File: src/rtl/core/vpts_pkg.sv
// ----------------------------------------------------------------------------
// Valve pulse train sequencer package
// Beat types, action and register codes, phase encoding and small helpers
// shared by the sequencer RTL.
// ----------------------------------------------------------------------------
package vpts_pkg;

  // Number of valve channels that are wired up. Lines and sensors stay four wide.
  localparam int VALVE_COUNT = 4;
  localparam int TICKS_PER_MS_DEFAULT = 1000;

  localparam logic [3:0] CHANNEL_MASK =
    (VALVE_COUNT >= 4) ? 4'hF : 4'((1 << VALVE_COUNT) - 1);

  // Action codes of an input beat.
  localparam logic [2:0] ACT_TICK  = 3'd0;
  localparam logic [2:0] ACT_START = 3'd1;
  localparam logic [2:0] ACT_OPEN  = 3'd2;
  localparam logic [2:0] ACT_CLOSE = 3'd3;
  localparam logic [2:0] ACT_SCAN  = 3'd4;

  // Configuration register indexes.
  localparam logic [1:0] CFG_THRESHOLD = 2'd0;
  localparam logic [1:0] CFG_PULSE_US  = 2'd1;
  localparam logic [1:0] CFG_GAP_US    = 2'd2;

  localparam logic [9:0]  THRESHOLD_RESET = 10'd512;
  localparam logic [15:0] PULSE_US_RESET  = 16'd750;
  localparam logic [15:0] GAP_US_RESET    = 16'd3000;

  typedef enum logic [2:0] {
    PH_IDLE,
    PH_TRAIN_OPEN,
    PH_TRAIN_CLOSE,
    PH_SCAN_PULSE,
    PH_SCAN_GAP
  } phase_t;

  typedef struct packed {
    logic [2:0]  action;
    logic [1:0]  valve;
    logic [15:0] open_time;
    logic [15:0] close_time;
    logic [15:0] cycle_count;
    logic        open_in_micros;
    logic [9:0]  sensor_0;
    logic [9:0]  sensor_1;
    logic [9:0]  sensor_2;
    logic [9:0]  sensor_3;
  } vpts_in_t;

  typedef struct packed {
    logic [3:0] valve_lines;
    logic       busy_res;
    logic       sequence_done;
    logic       rejected;
  } vpts_out_t;

  function automatic logic [1:0] lowest_channel(input logic [3:0] bits);
    logic [1:0] idx;
    idx = '0;
    for (int i = 3; i >= 0; i--) begin
      if (bits[i]) idx = 2'(i);
    end
    return idx;
  endfunction

  function automatic logic [1:0] highest_channel(input logic [3:0] bits);
    logic [1:0] idx;
    idx = '0;
    for (int i = 0; i < 4; i++) begin
      if (bits[i]) idx = 2'(i);
    end
    return idx;
  endfunction

endpackage

File: src/rtl/core/valve_pulse_train_sequencer_core.sv
// ----------------------------------------------------------------------------
// Valve pulse train sequencer core
// Four valve lines driven by open/close trains, direct commands and
// sensor-triggered scan pulses, timed by one-microsecond tick beats.
// ----------------------------------------------------------------------------
// Usage:
//   The input channel (in_valid / in_stall / in_data) carries one beat per
//   tick or command. Every accepted beat yields exactly one result beat on
//   the output channel (out_valid / out_stall / out_data) holding the line
//   levels and status after that beat took effect.
//   Unless the receiver stalls, the result of a beat accepted at edge n is
//   shown from edge n. Throughput is one beat per cycle while in_stall is
//   low; each beat is handled by a single pass of logic between the state
//   registers and the result register, with the time-length products of a
//   start command formed on its own beat.
//   When the receiver stalls, the result register holds its beat and one
//   more beat lands in a skid register; in_stall rises only while the skid
//   register is full, and it is also high during reset.
//   Reset closes all valves, makes the sequencer idle and loads the default
//   threshold, pulse and gap registers. Configuration writes are taken in
//   any cycle through cfg_wen / cfg_index / cfg_wdata and should only be
//   issued while no sequence is running.
// ----------------------------------------------------------------------------
module valve_pulse_train_sequencer_core
  import vpts_pkg::*;
#(
  parameter int TICKS_PER_MS = TICKS_PER_MS_DEFAULT
) (
  input  logic      clk,
  input  logic      rst,
  input  logic      in_valid,
  output logic      in_stall,
  input  vpts_in_t  in_data,
  output logic      out_valid,
  input  logic      out_stall,
  output vpts_out_t out_data,
  input  logic      cfg_wen,
  input  logic [1:0]  cfg_index,
  input  logic [15:0] cfg_wdata
);

  localparam longint MAX_LEN = 64'd65535 * longint'(TICKS_PER_MS);
  localparam int TW = $clog2(MAX_LEN + 1);

  // Configuration registers.
  logic [9:0]  trig_threshold;
  logic [15:0] trig_pulse_us;
  logic [15:0] trig_gap_us;

  // Sequencer state.
  phase_t        phase, phase_next;
  logic [3:0]    line_levels, line_levels_next;
  logic [TW-1:0] time_left, time_left_next;
  logic [15:0]   cycles_left, cycles_left_next;
  logic [1:0]    active_channel, active_channel_next;
  logic [3:0]    scan_pending, scan_pending_next;
  logic [TW-1:0] held_open_len, held_open_len_next;
  logic [TW-1:0] held_close_len, held_close_len_next;

  // Output register and skid stage.
  vpts_out_t result;
  vpts_out_t skid_data;
  logic      skid_valid;

  logic acc;
  logic busy;
  logic is_cmd;
  logic valve_ok;
  logic done;
  logic rej;
  logic pop;

  logic [TW-1:0] in_open_len;
  logic [TW-1:0] in_close_len;
  logic [TW-1:0] time_dec;
  logic [15:0]   cycles_dec;
  logic [3:0]    active_bit;
  logic [3:0]    valve_bit;
  logic [3:0]    sensor_hits;

  logic          scan_go;
  logic [3:0]    scan_p;
  logic [3:0]    scan_l;
  logic [1:0]    scan_ch;
  logic [3:0]    scan_bit;

  assign in_stall = skid_valid || rst;
  assign acc      = in_valid && !in_stall;
  assign busy     = (phase != PH_IDLE);
  assign is_cmd   = (in_data.action == ACT_START) || (in_data.action == ACT_OPEN) ||
                    (in_data.action == ACT_CLOSE) || (in_data.action == ACT_SCAN);
  assign valve_ok = int'(in_data.valve) < VALVE_COUNT;
  assign pop      = out_valid && !out_stall;

  assign in_close_len = TW'(in_data.close_time) * TW'(TICKS_PER_MS);
  assign in_open_len  = in_data.open_in_micros ? TW'(in_data.open_time)
                                               : TW'(in_data.open_time) * TW'(TICKS_PER_MS);

  assign time_dec   = (time_left != '0) ? time_left - TW'(1) : '0;
  assign cycles_dec = (cycles_left != '0) ? cycles_left - 16'd1 : '0;
  assign active_bit = 4'b0001 << active_channel;
  assign valve_bit  = 4'b0001 << in_data.valve;

  assign sensor_hits = {in_data.sensor_3 > trig_threshold, in_data.sensor_2 > trig_threshold,
                        in_data.sensor_1 > trig_threshold, in_data.sensor_0 > trig_threshold};

  assign scan_ch  = lowest_channel(scan_p);
  assign scan_bit = 4'b0001 << scan_ch;

  always_comb begin
    phase_next          = phase;
    line_levels_next    = line_levels;
    time_left_next      = time_left;
    cycles_left_next    = cycles_left;
    active_channel_next = active_channel;
    scan_pending_next   = scan_pending;
    held_open_len_next  = held_open_len;
    held_close_len_next = held_close_len;
    done    = 1'b0;
    rej     = 1'b0;
    scan_go = 1'b0;
    scan_p  = scan_pending;
    scan_l  = line_levels;

    if (acc) begin
      if (is_cmd && busy) begin
        rej = 1'b1;
      end else begin
        case (in_data.action)
          ACT_TICK: begin
            if (busy) begin
              time_left_next = time_dec;
              if (time_dec == '0) begin
                unique case (phase)
                  PH_TRAIN_OPEN: begin
                    line_levels_next = line_levels & ~active_bit;
                    if (held_close_len != '0) begin
                      phase_next     = PH_TRAIN_CLOSE;
                      time_left_next = held_close_len;
                    end else begin
                      // No close phase: the cycle ends right after the open phase.
                      cycles_left_next = cycles_dec;
                      if (cycles_dec == '0) begin
                        phase_next = PH_IDLE;
                        done       = 1'b1;
                      end else begin
                        line_levels_next = line_levels | active_bit;
                        phase_next       = PH_TRAIN_OPEN;
                        time_left_next   = held_open_len;
                      end
                    end
                  end
                  PH_TRAIN_CLOSE: begin
                    cycles_left_next = cycles_dec;
                    if (cycles_dec == '0) begin
                      phase_next = PH_IDLE;
                      done       = 1'b1;
                    end else if (held_open_len != '0) begin
                      line_levels_next = line_levels | active_bit;
                      phase_next       = PH_TRAIN_OPEN;
                      time_left_next   = held_open_len;
                    end else begin
                      time_left_next = held_close_len;
                    end
                  end
                  PH_SCAN_PULSE: begin
                    if (trig_gap_us != '0) begin
                      line_levels_next = line_levels & ~active_bit;
                      phase_next       = PH_SCAN_GAP;
                      time_left_next   = TW'(trig_gap_us);
                    end else begin
                      scan_go = 1'b1;
                      scan_l  = line_levels & ~active_bit;
                    end
                  end
                  PH_SCAN_GAP: begin
                    scan_go = 1'b1;
                  end
                  PH_IDLE: begin
                  end
                endcase
              end
            end
          end
          ACT_START: begin
            if (valve_ok) begin
              active_channel_next = in_data.valve;
              held_open_len_next  = in_open_len;
              held_close_len_next = in_close_len;
              cycles_left_next    = in_data.cycle_count;
              if (in_data.cycle_count == '0) begin
                done = 1'b1;
              end else if (in_open_len == '0 && in_close_len == '0) begin
                line_levels_next = line_levels & ~valve_bit;
                cycles_left_next = '0;
                done             = 1'b1;
              end else if (in_open_len != '0) begin
                line_levels_next = line_levels | valve_bit;
                phase_next       = PH_TRAIN_OPEN;
                time_left_next   = in_open_len;
              end else begin
                line_levels_next = line_levels & ~valve_bit;
                phase_next       = PH_TRAIN_CLOSE;
                time_left_next   = in_close_len;
              end
            end
          end
          ACT_OPEN: begin
            if (valve_ok) line_levels_next = line_levels | valve_bit;
          end
          ACT_CLOSE: begin
            if (valve_ok) line_levels_next = line_levels & ~valve_bit;
          end
          ACT_SCAN: begin
            scan_go = 1'b1;
            scan_p  = sensor_hits & CHANNEL_MASK;
          end
          default: begin
          end
        endcase
      end
    end

    // Start the next scan pulse, skipping zero-length pulses and gaps, or end the scan when no channel is pending.
    if (scan_go) begin
      if (scan_p == '0) begin
        line_levels_next  = scan_l;
        scan_pending_next = '0;
        phase_next        = PH_IDLE;
        time_left_next    = '0;
        done              = 1'b1;
      end else if (trig_pulse_us != '0) begin
        active_channel_next = scan_ch;
        scan_pending_next   = scan_p & ~scan_bit;
        line_levels_next    = scan_l | scan_bit;
        phase_next          = PH_SCAN_PULSE;
        time_left_next      = TW'(trig_pulse_us);
      end else if (trig_gap_us != '0) begin
        active_channel_next = scan_ch;
        scan_pending_next   = scan_p & ~scan_bit;
        line_levels_next    = scan_l & ~scan_bit;
        phase_next          = PH_SCAN_GAP;
        time_left_next      = TW'(trig_gap_us);
      end else begin
        // Every pending channel opens and closes within this same beat.
        active_channel_next = highest_channel(scan_p);
        scan_pending_next   = '0;
        line_levels_next    = scan_l & ~scan_p;
        phase_next          = PH_IDLE;
        time_left_next      = '0;
        done                = 1'b1;
      end
    end
  end

  always_ff @(posedge clk) begin
    if (rst) begin
      phase <= PH_IDLE;
    end else begin
      phase <= phase_next;
    end
  end

  always_ff @(posedge clk) begin
    if (rst) begin
      line_levels    <= '0;
      time_left      <= '0;
      cycles_left    <= '0;
      active_channel <= '0;
      scan_pending   <= '0;
      held_open_len  <= '0;
      held_close_len <= '0;
    end else begin
      line_levels    <= line_levels_next;
      time_left      <= time_left_next;
      cycles_left    <= cycles_left_next;
      active_channel <= active_channel_next;
      scan_pending   <= scan_pending_next;
      held_open_len  <= held_open_len_next;
      held_close_len <= held_close_len_next;
    end
  end

  always_ff @(posedge clk) begin
    if (rst) begin
      trig_threshold <= THRESHOLD_RESET;
      trig_pulse_us  <= PULSE_US_RESET;
      trig_gap_us    <= GAP_US_RESET;
    end else if (cfg_wen) begin
      unique case (cfg_index)
        CFG_THRESHOLD: trig_threshold <= cfg_wdata[9:0];
        CFG_PULSE_US:  trig_pulse_us  <= cfg_wdata;
        CFG_GAP_US:    trig_gap_us    <= cfg_wdata;
        default: begin
        end
      endcase
    end
  end

  // Result beat for the accepted item; it goes to the skid stage when the
  // result register is still held by a stalled receiver.
  vpts_out_t new_result;
  assign new_result.valve_lines   = line_levels_next;
  assign new_result.busy_res      = (phase_next != PH_IDLE);
  assign new_result.sequence_done = done;
  assign new_result.rejected      = rej;

  always_ff @(posedge clk) begin
    if (rst) begin
      out_valid  <= 1'b0;
      skid_valid <= 1'b0;
    end else if (pop) begin
      if (skid_valid) begin
        skid_valid <= 1'b0;
      end else begin
        out_valid <= acc;
      end
    end else if (acc) begin
      if (out_valid) begin
        skid_valid <= 1'b1;
      end else begin
        out_valid <= 1'b1;
      end
    end
  end

  always_ff @(posedge clk) begin
    if (pop && skid_valid) begin
      result <= skid_data;
    end else if (acc && (pop || !out_valid)) begin
      result <= new_result;
    end
    if (acc && out_valid && !pop) begin
      skid_data <= new_result;
    end
  end

  assign out_data = result;

  // A running phase always has time left to count down.
  a_time_left_nonzero: assert property (@(posedge clk) disable iff (rst)
    (phase != PH_IDLE) |-> (time_left != '0))
    else $error("sequencer busy with no time left");

  // A train in progress always has at least one cycle to finish.
  a_train_cycles: assert property (@(posedge clk) disable iff (rst)
    (phase == PH_TRAIN_OPEN || phase == PH_TRAIN_CLOSE) |-> (cycles_left != '0))
    else $error("train running with zero cycles left");

  // The active valve is driven during an open or pulse phase and released during a close or gap phase.
  a_open_line_high: assert property (@(posedge clk) disable iff (rst)
    (phase == PH_TRAIN_OPEN || phase == PH_SCAN_PULSE) |-> line_levels[active_channel])
    else $error("active valve not driven during open phase");

  a_close_line_low: assert property (@(posedge clk) disable iff (rst)
    (phase == PH_TRAIN_CLOSE || phase == PH_SCAN_GAP) |-> !line_levels[active_channel])
    else $error("active valve driven during closed phase");

  // A command refused while busy leaves the valves and phase untouched.
  a_reject_no_effect: assert property (@(posedge clk) disable iff (rst)
    (acc && busy && is_cmd) |=> ($stable(line_levels) && $stable(phase)))
    else $error("rejected command changed sequencer state");

  // The skid stage only fills behind a held result beat.
  a_skid_behind_out: assert property (@(posedge clk) disable iff (rst)
    skid_valid |-> out_valid)
    else $error("skid beat without a result beat ahead of it");

endmodule
File: config.mk
export PLATFORM = sky130hd
export DESIGN_NAME = valve_pulse_train_sequencer_core
export DESIGN_NICKNAME = d
export VERILOG_FILES = /design/src/rtl/core/vpts_pkg.sv /design/src/rtl/core/valve_pulse_train_sequencer_core.sv
export SDC_FILE = /design/constraint.sdc
export NUM_CORES = 1
export LEC_CHECK = 0
export BUFFER_PORTS_ARGS = -buffer_cell sky130_fd_sc_hd__buf_2
export CELL_PAD_IN_SITES_DETAIL_PLACEMENT = 0
export CELL_PAD_IN_SITES_GLOBAL_PLACEMENT = 1
export CORE_ASPECT_RATIO = 0.6
export CORE_MARGIN = 2
export CORE_UTILIZATION = 35
export DETAILED_ROUTE_END_ITERATION = 12
export GPL_TIMING_DRIVEN = 1
export PLACE_DENSITY = 0.69
export SYNTH_ARGS = -nofsm -noshare
export SYNTH_HDL_FRONTEND = slang
export SYNTH_SLANG_ARGS = --single-unit
File: constraint.sdc
create_clock -name clk -period 6.5 [get_ports clk]
set_clock_uncertainty 0.15 [all_clocks]
set_input_delay 0.975 -clock clk [delete_from_list [all_inputs] [get_ports clk]]
set_output_delay 0.975 -clock clk [all_outputs]
set_load 0.02 [all_outputs]
==> key figures <==
Placement
  • IO buf count: 125
  • DP Worst Slack: -0.618 ns
  • Dpl hpwl: 49400 um
  • GP Congestion: 0.956

Layout
  • FF+latch area: 3380 um2
  • Nets: 2768
  • Filler instances: 4741
  • Syn-to-layout area delta: 22.0%
  • Diode count: 0
  • Multi-input gate area: 12400 um2
  • Layout cell share with drive strength beyond 1: 20.0%

Routing
  • TritonRoute pass-1 iters: 6
  • Routed Antenna Nets: 0
  • Wire length per cell: 20.2 um
  • Drt first-iter violations: 1744
  • Vias per std cell: 5.67
  • Post-route DRC: 0
  • Drt total wl: 61500 um
  • Total number of vias: 17218

Setup path
  • CP dominant cell by count: fa_1
  • Delay-heaviest family, CP: adder cells
  • Reg2Reg Setup Slack: 1.22 ns
  • CP startpoint kind: input port
  • Critical path's slowest cell: fa_1
  • Setup CP Type: in2reg
  • WP buf/inv: 6
  • Critical Path End Type: flip-flop
  • Crit path arrival time: 6.42 ns
  • Slowest stage delay, CP: 0.54 ns
  • Crit-path max FO: 9
  • CP cell instances: buf_2, fa_1, inv_1, fa_1, fa_1, inv_1, fa_1, ha_1, nand4_1, buf_4, nor2_1, a211o_1, a311oi_2, mux2i_1, nand2_1, or3_4, buf_4, nor2_2, buf_12, a21oi_1, o31a_1, mux2_2
  • WP data required: 6.56 ns

Clock tree
  • Num CTS Buffers: 17
  • Worst-path clk slew: 0.07 ns
  • H-Tree Depth: 4
  • Root buf cell: clkbuf_16
  • Sink Count: 162
  • Later-pin clock latency in the skew report: 0.45 ns
  • CTS tree: yes
  • Max clock buf depth: 2

Die
  • Die H: 173 um
  • Die footprint: 49500 um2
  • Core Area: 46700 um2
  • Row Count: 61
  • Starting Density: 35.7%
  • Top-level port count: 126
  • Die W: 286 um

Run
  • Max Cap Violations: 0

Global route
  • Global-route wire length before repair: 96200 um
  • Largest net degree at the start of global routing: 90
  • All-Layer GR Usage: 24.6%
  • Overflow after GRT: 0
  • Via count of the first global-routing pass: 16572
  • Initial antenna violation count: 0

Power and ir drop
  • Max VDD drop: 214 uV
  • Pleak: 8.87 nW
  • Power density over the cells: 387 nW/um2

Synthesis
  • Synth Warn #: 0
  • Netlist cell types: 99
  • Synth area leader: dfxtp_1
  • Prevailing post-synth register cell: dfxtp_1
  • Number of flops mapped to enable cells by yosys: 14
  • Synth top area share: 17.8%
  • Mean post-synth cell area: 7.88 um2
  • Post-synthesis cell area: 16700 um2
  • Yosys reg bits: 162
  • Sequential share of the synthesized area: 20.3%
  • Largest cells by area after synthesis: dfxtp_1 18%, fa_1 13%, ha_1 11%
  • Cell count after synthesis: 2118
  • Post-synthesis async set-or-reset flop share: 0%
  • Syn nets: 2490

Timing
  • Final setup violation count: 0
  • Final Max Tran Viols: 0
  • Relative slew margins: 16.0%
  • Fin Hold WS: 0.302 ns
  • Period utilization: 97.9%
  • Worst Tran Pin Value: 1.25 ns
  • Setup_tns: 0 ns
  • Final Hold Violating Endpoints: 0
  • Setup ws final: 0.134 ns
  • Final Critical Period: 6.37 ns
  • Max Fclk: 0.157 GHz

Min path
  • HP Class: reg2reg

Run status
  • Status: completed
-- final timing paths --
kind,from,end,depth (start not counted)
setup / recovery,in_data[80],out_data[4],22
hold / removal,scan_pending[1],scan_pending[1],2
setup reg to reg,time_left[0],out_data[4],14
hold reg to reg,scan_pending[1],scan_pending[1],2
-- routing by layer --
metal | track usage (%) | routed length [um] | up-vias
met4 | 3.14 | 478 | 0
met5 | 0 | 0 | -
met3 | 6.62 | 6240 | 38
li1 | - | - | 8140
met2 | 32.9 | 23500 | 696
met1 | 39.2 | 31300 | 8344
-- cell usage in the layout, fill, tap and decap left out, types with 47 or more instances in the layout --
master   count
nor2_1     182
a21oi_1    192
nand3_1     52
fa_1       108
nand2_1    234
o21ai_0     92
ha_1       145
inv_1      197
buf_2      124
buf_4      238
dfxtp_1    148
nor3_1      47
-- layout make-up --
| type | instances | area share [%] |
|---|---|---|
| Multi-Input combinational cell | 1648 | 60.7 |
| Sequential cell | 162 | 16.6 |
| Clock buffer | 20 | 2.24 |
| Inverter | 201 | 3.74 |
| Clock inverter | 12 | 0.713 |
| Tap cell | 630 | 3.87 |
| Timing Repair Buffer | 366 | 12.1 |
-- synthesized netlist by cell type (14+ instances only) --
library cell / count
nand2_1: 234
a211oi_1: 30
a31oi_1: 19
edfxtp_1: 14
a21oi_1: 200
nand4_1: 27
nor4_1: 42
or3_1: 21
nor2_1: 184
a221oi_1: 21
o21ai_0: 99
o31ai_1: 17
xnor2_1: 20
ha_1: 147
nand2b_1: 17
and2_1: 16
o211ai_1: 17
dfxtp_1: 148
a21o_1: 25
nand3_1: 53
xor2_1: 24
inv_1: 200
a22oi_1: 17
nor3_1: 47
mux2i_1: 16
clkbuf_1: 89
fa_1: 108
or4_1: 14
-- registers in the layout, indices dropped and copies added (netlist names) --
register / cells
time_left: 26
active_channel: 2
line_levels: 4
skid_valid: 1
trig_pulse_us: 16
out_valid: 1
held_close_len: 23
trig_threshold: 10
skid_data: 7
trig_gap_us: 16
held_open_len: 26
cycles_left: 16
out_data: 7
phase: 3
scan_pending: 4
-- per-stage QoR --
stage | cells | total power [mW] | utilization [%] | area [um2]
2_1_floorplan | 2118 | 3.89 | - | 16700
5_1_grt | 3039 | 8.46 | 43.6 | 20400
6_report | 3039 | 7.87 | 43.6 | 20400
3_5_place_dp | 3000 | 6.44 | 41.7 | 19500
4_1_cts | 3032 | 7.55 | 43.0 | 20100
3_3_place_gp | 3000 | 6.42 | 41.7 | 19500
-- logic make-up after synthesis --
group / Yosys count / synth area share (%)
flops: 162 / 20.3
mux: 23 / 1.43
simple gates: 742 / 21.9
xor+xnor: 44 / 2.31
compound gates: 584 / 23.0
buf+inv: 308 / 7.10
fa+ha+maj: 255 / 24.0
-- power breakdown --
group          leakage (nW)  switching [mW]  total, mW  internal [mW]
Combinational          7.25            3.11       5.73           2.62
Sequential             1.34          0.0399       1.08           1.04
Clock                 0.283           0.470       1.06          0.595
-- repair_timing --
action                                  4_1_cts  5_1_grt
hold buffers                                  0        0
pin swaps                                     2       11
setup buffers                                 0        7
resized for setup                             7       47
endpoints found under the hold margin         0        0
endpoints found under the setup margin       26       51
-- tightest hold or removal path: stages, from the launching register on --
cell     delay, ns
dfxtp_1       0.31
nand2_1       0.05
a21oi_1       0.05
(Power assumes the default switching activity.)
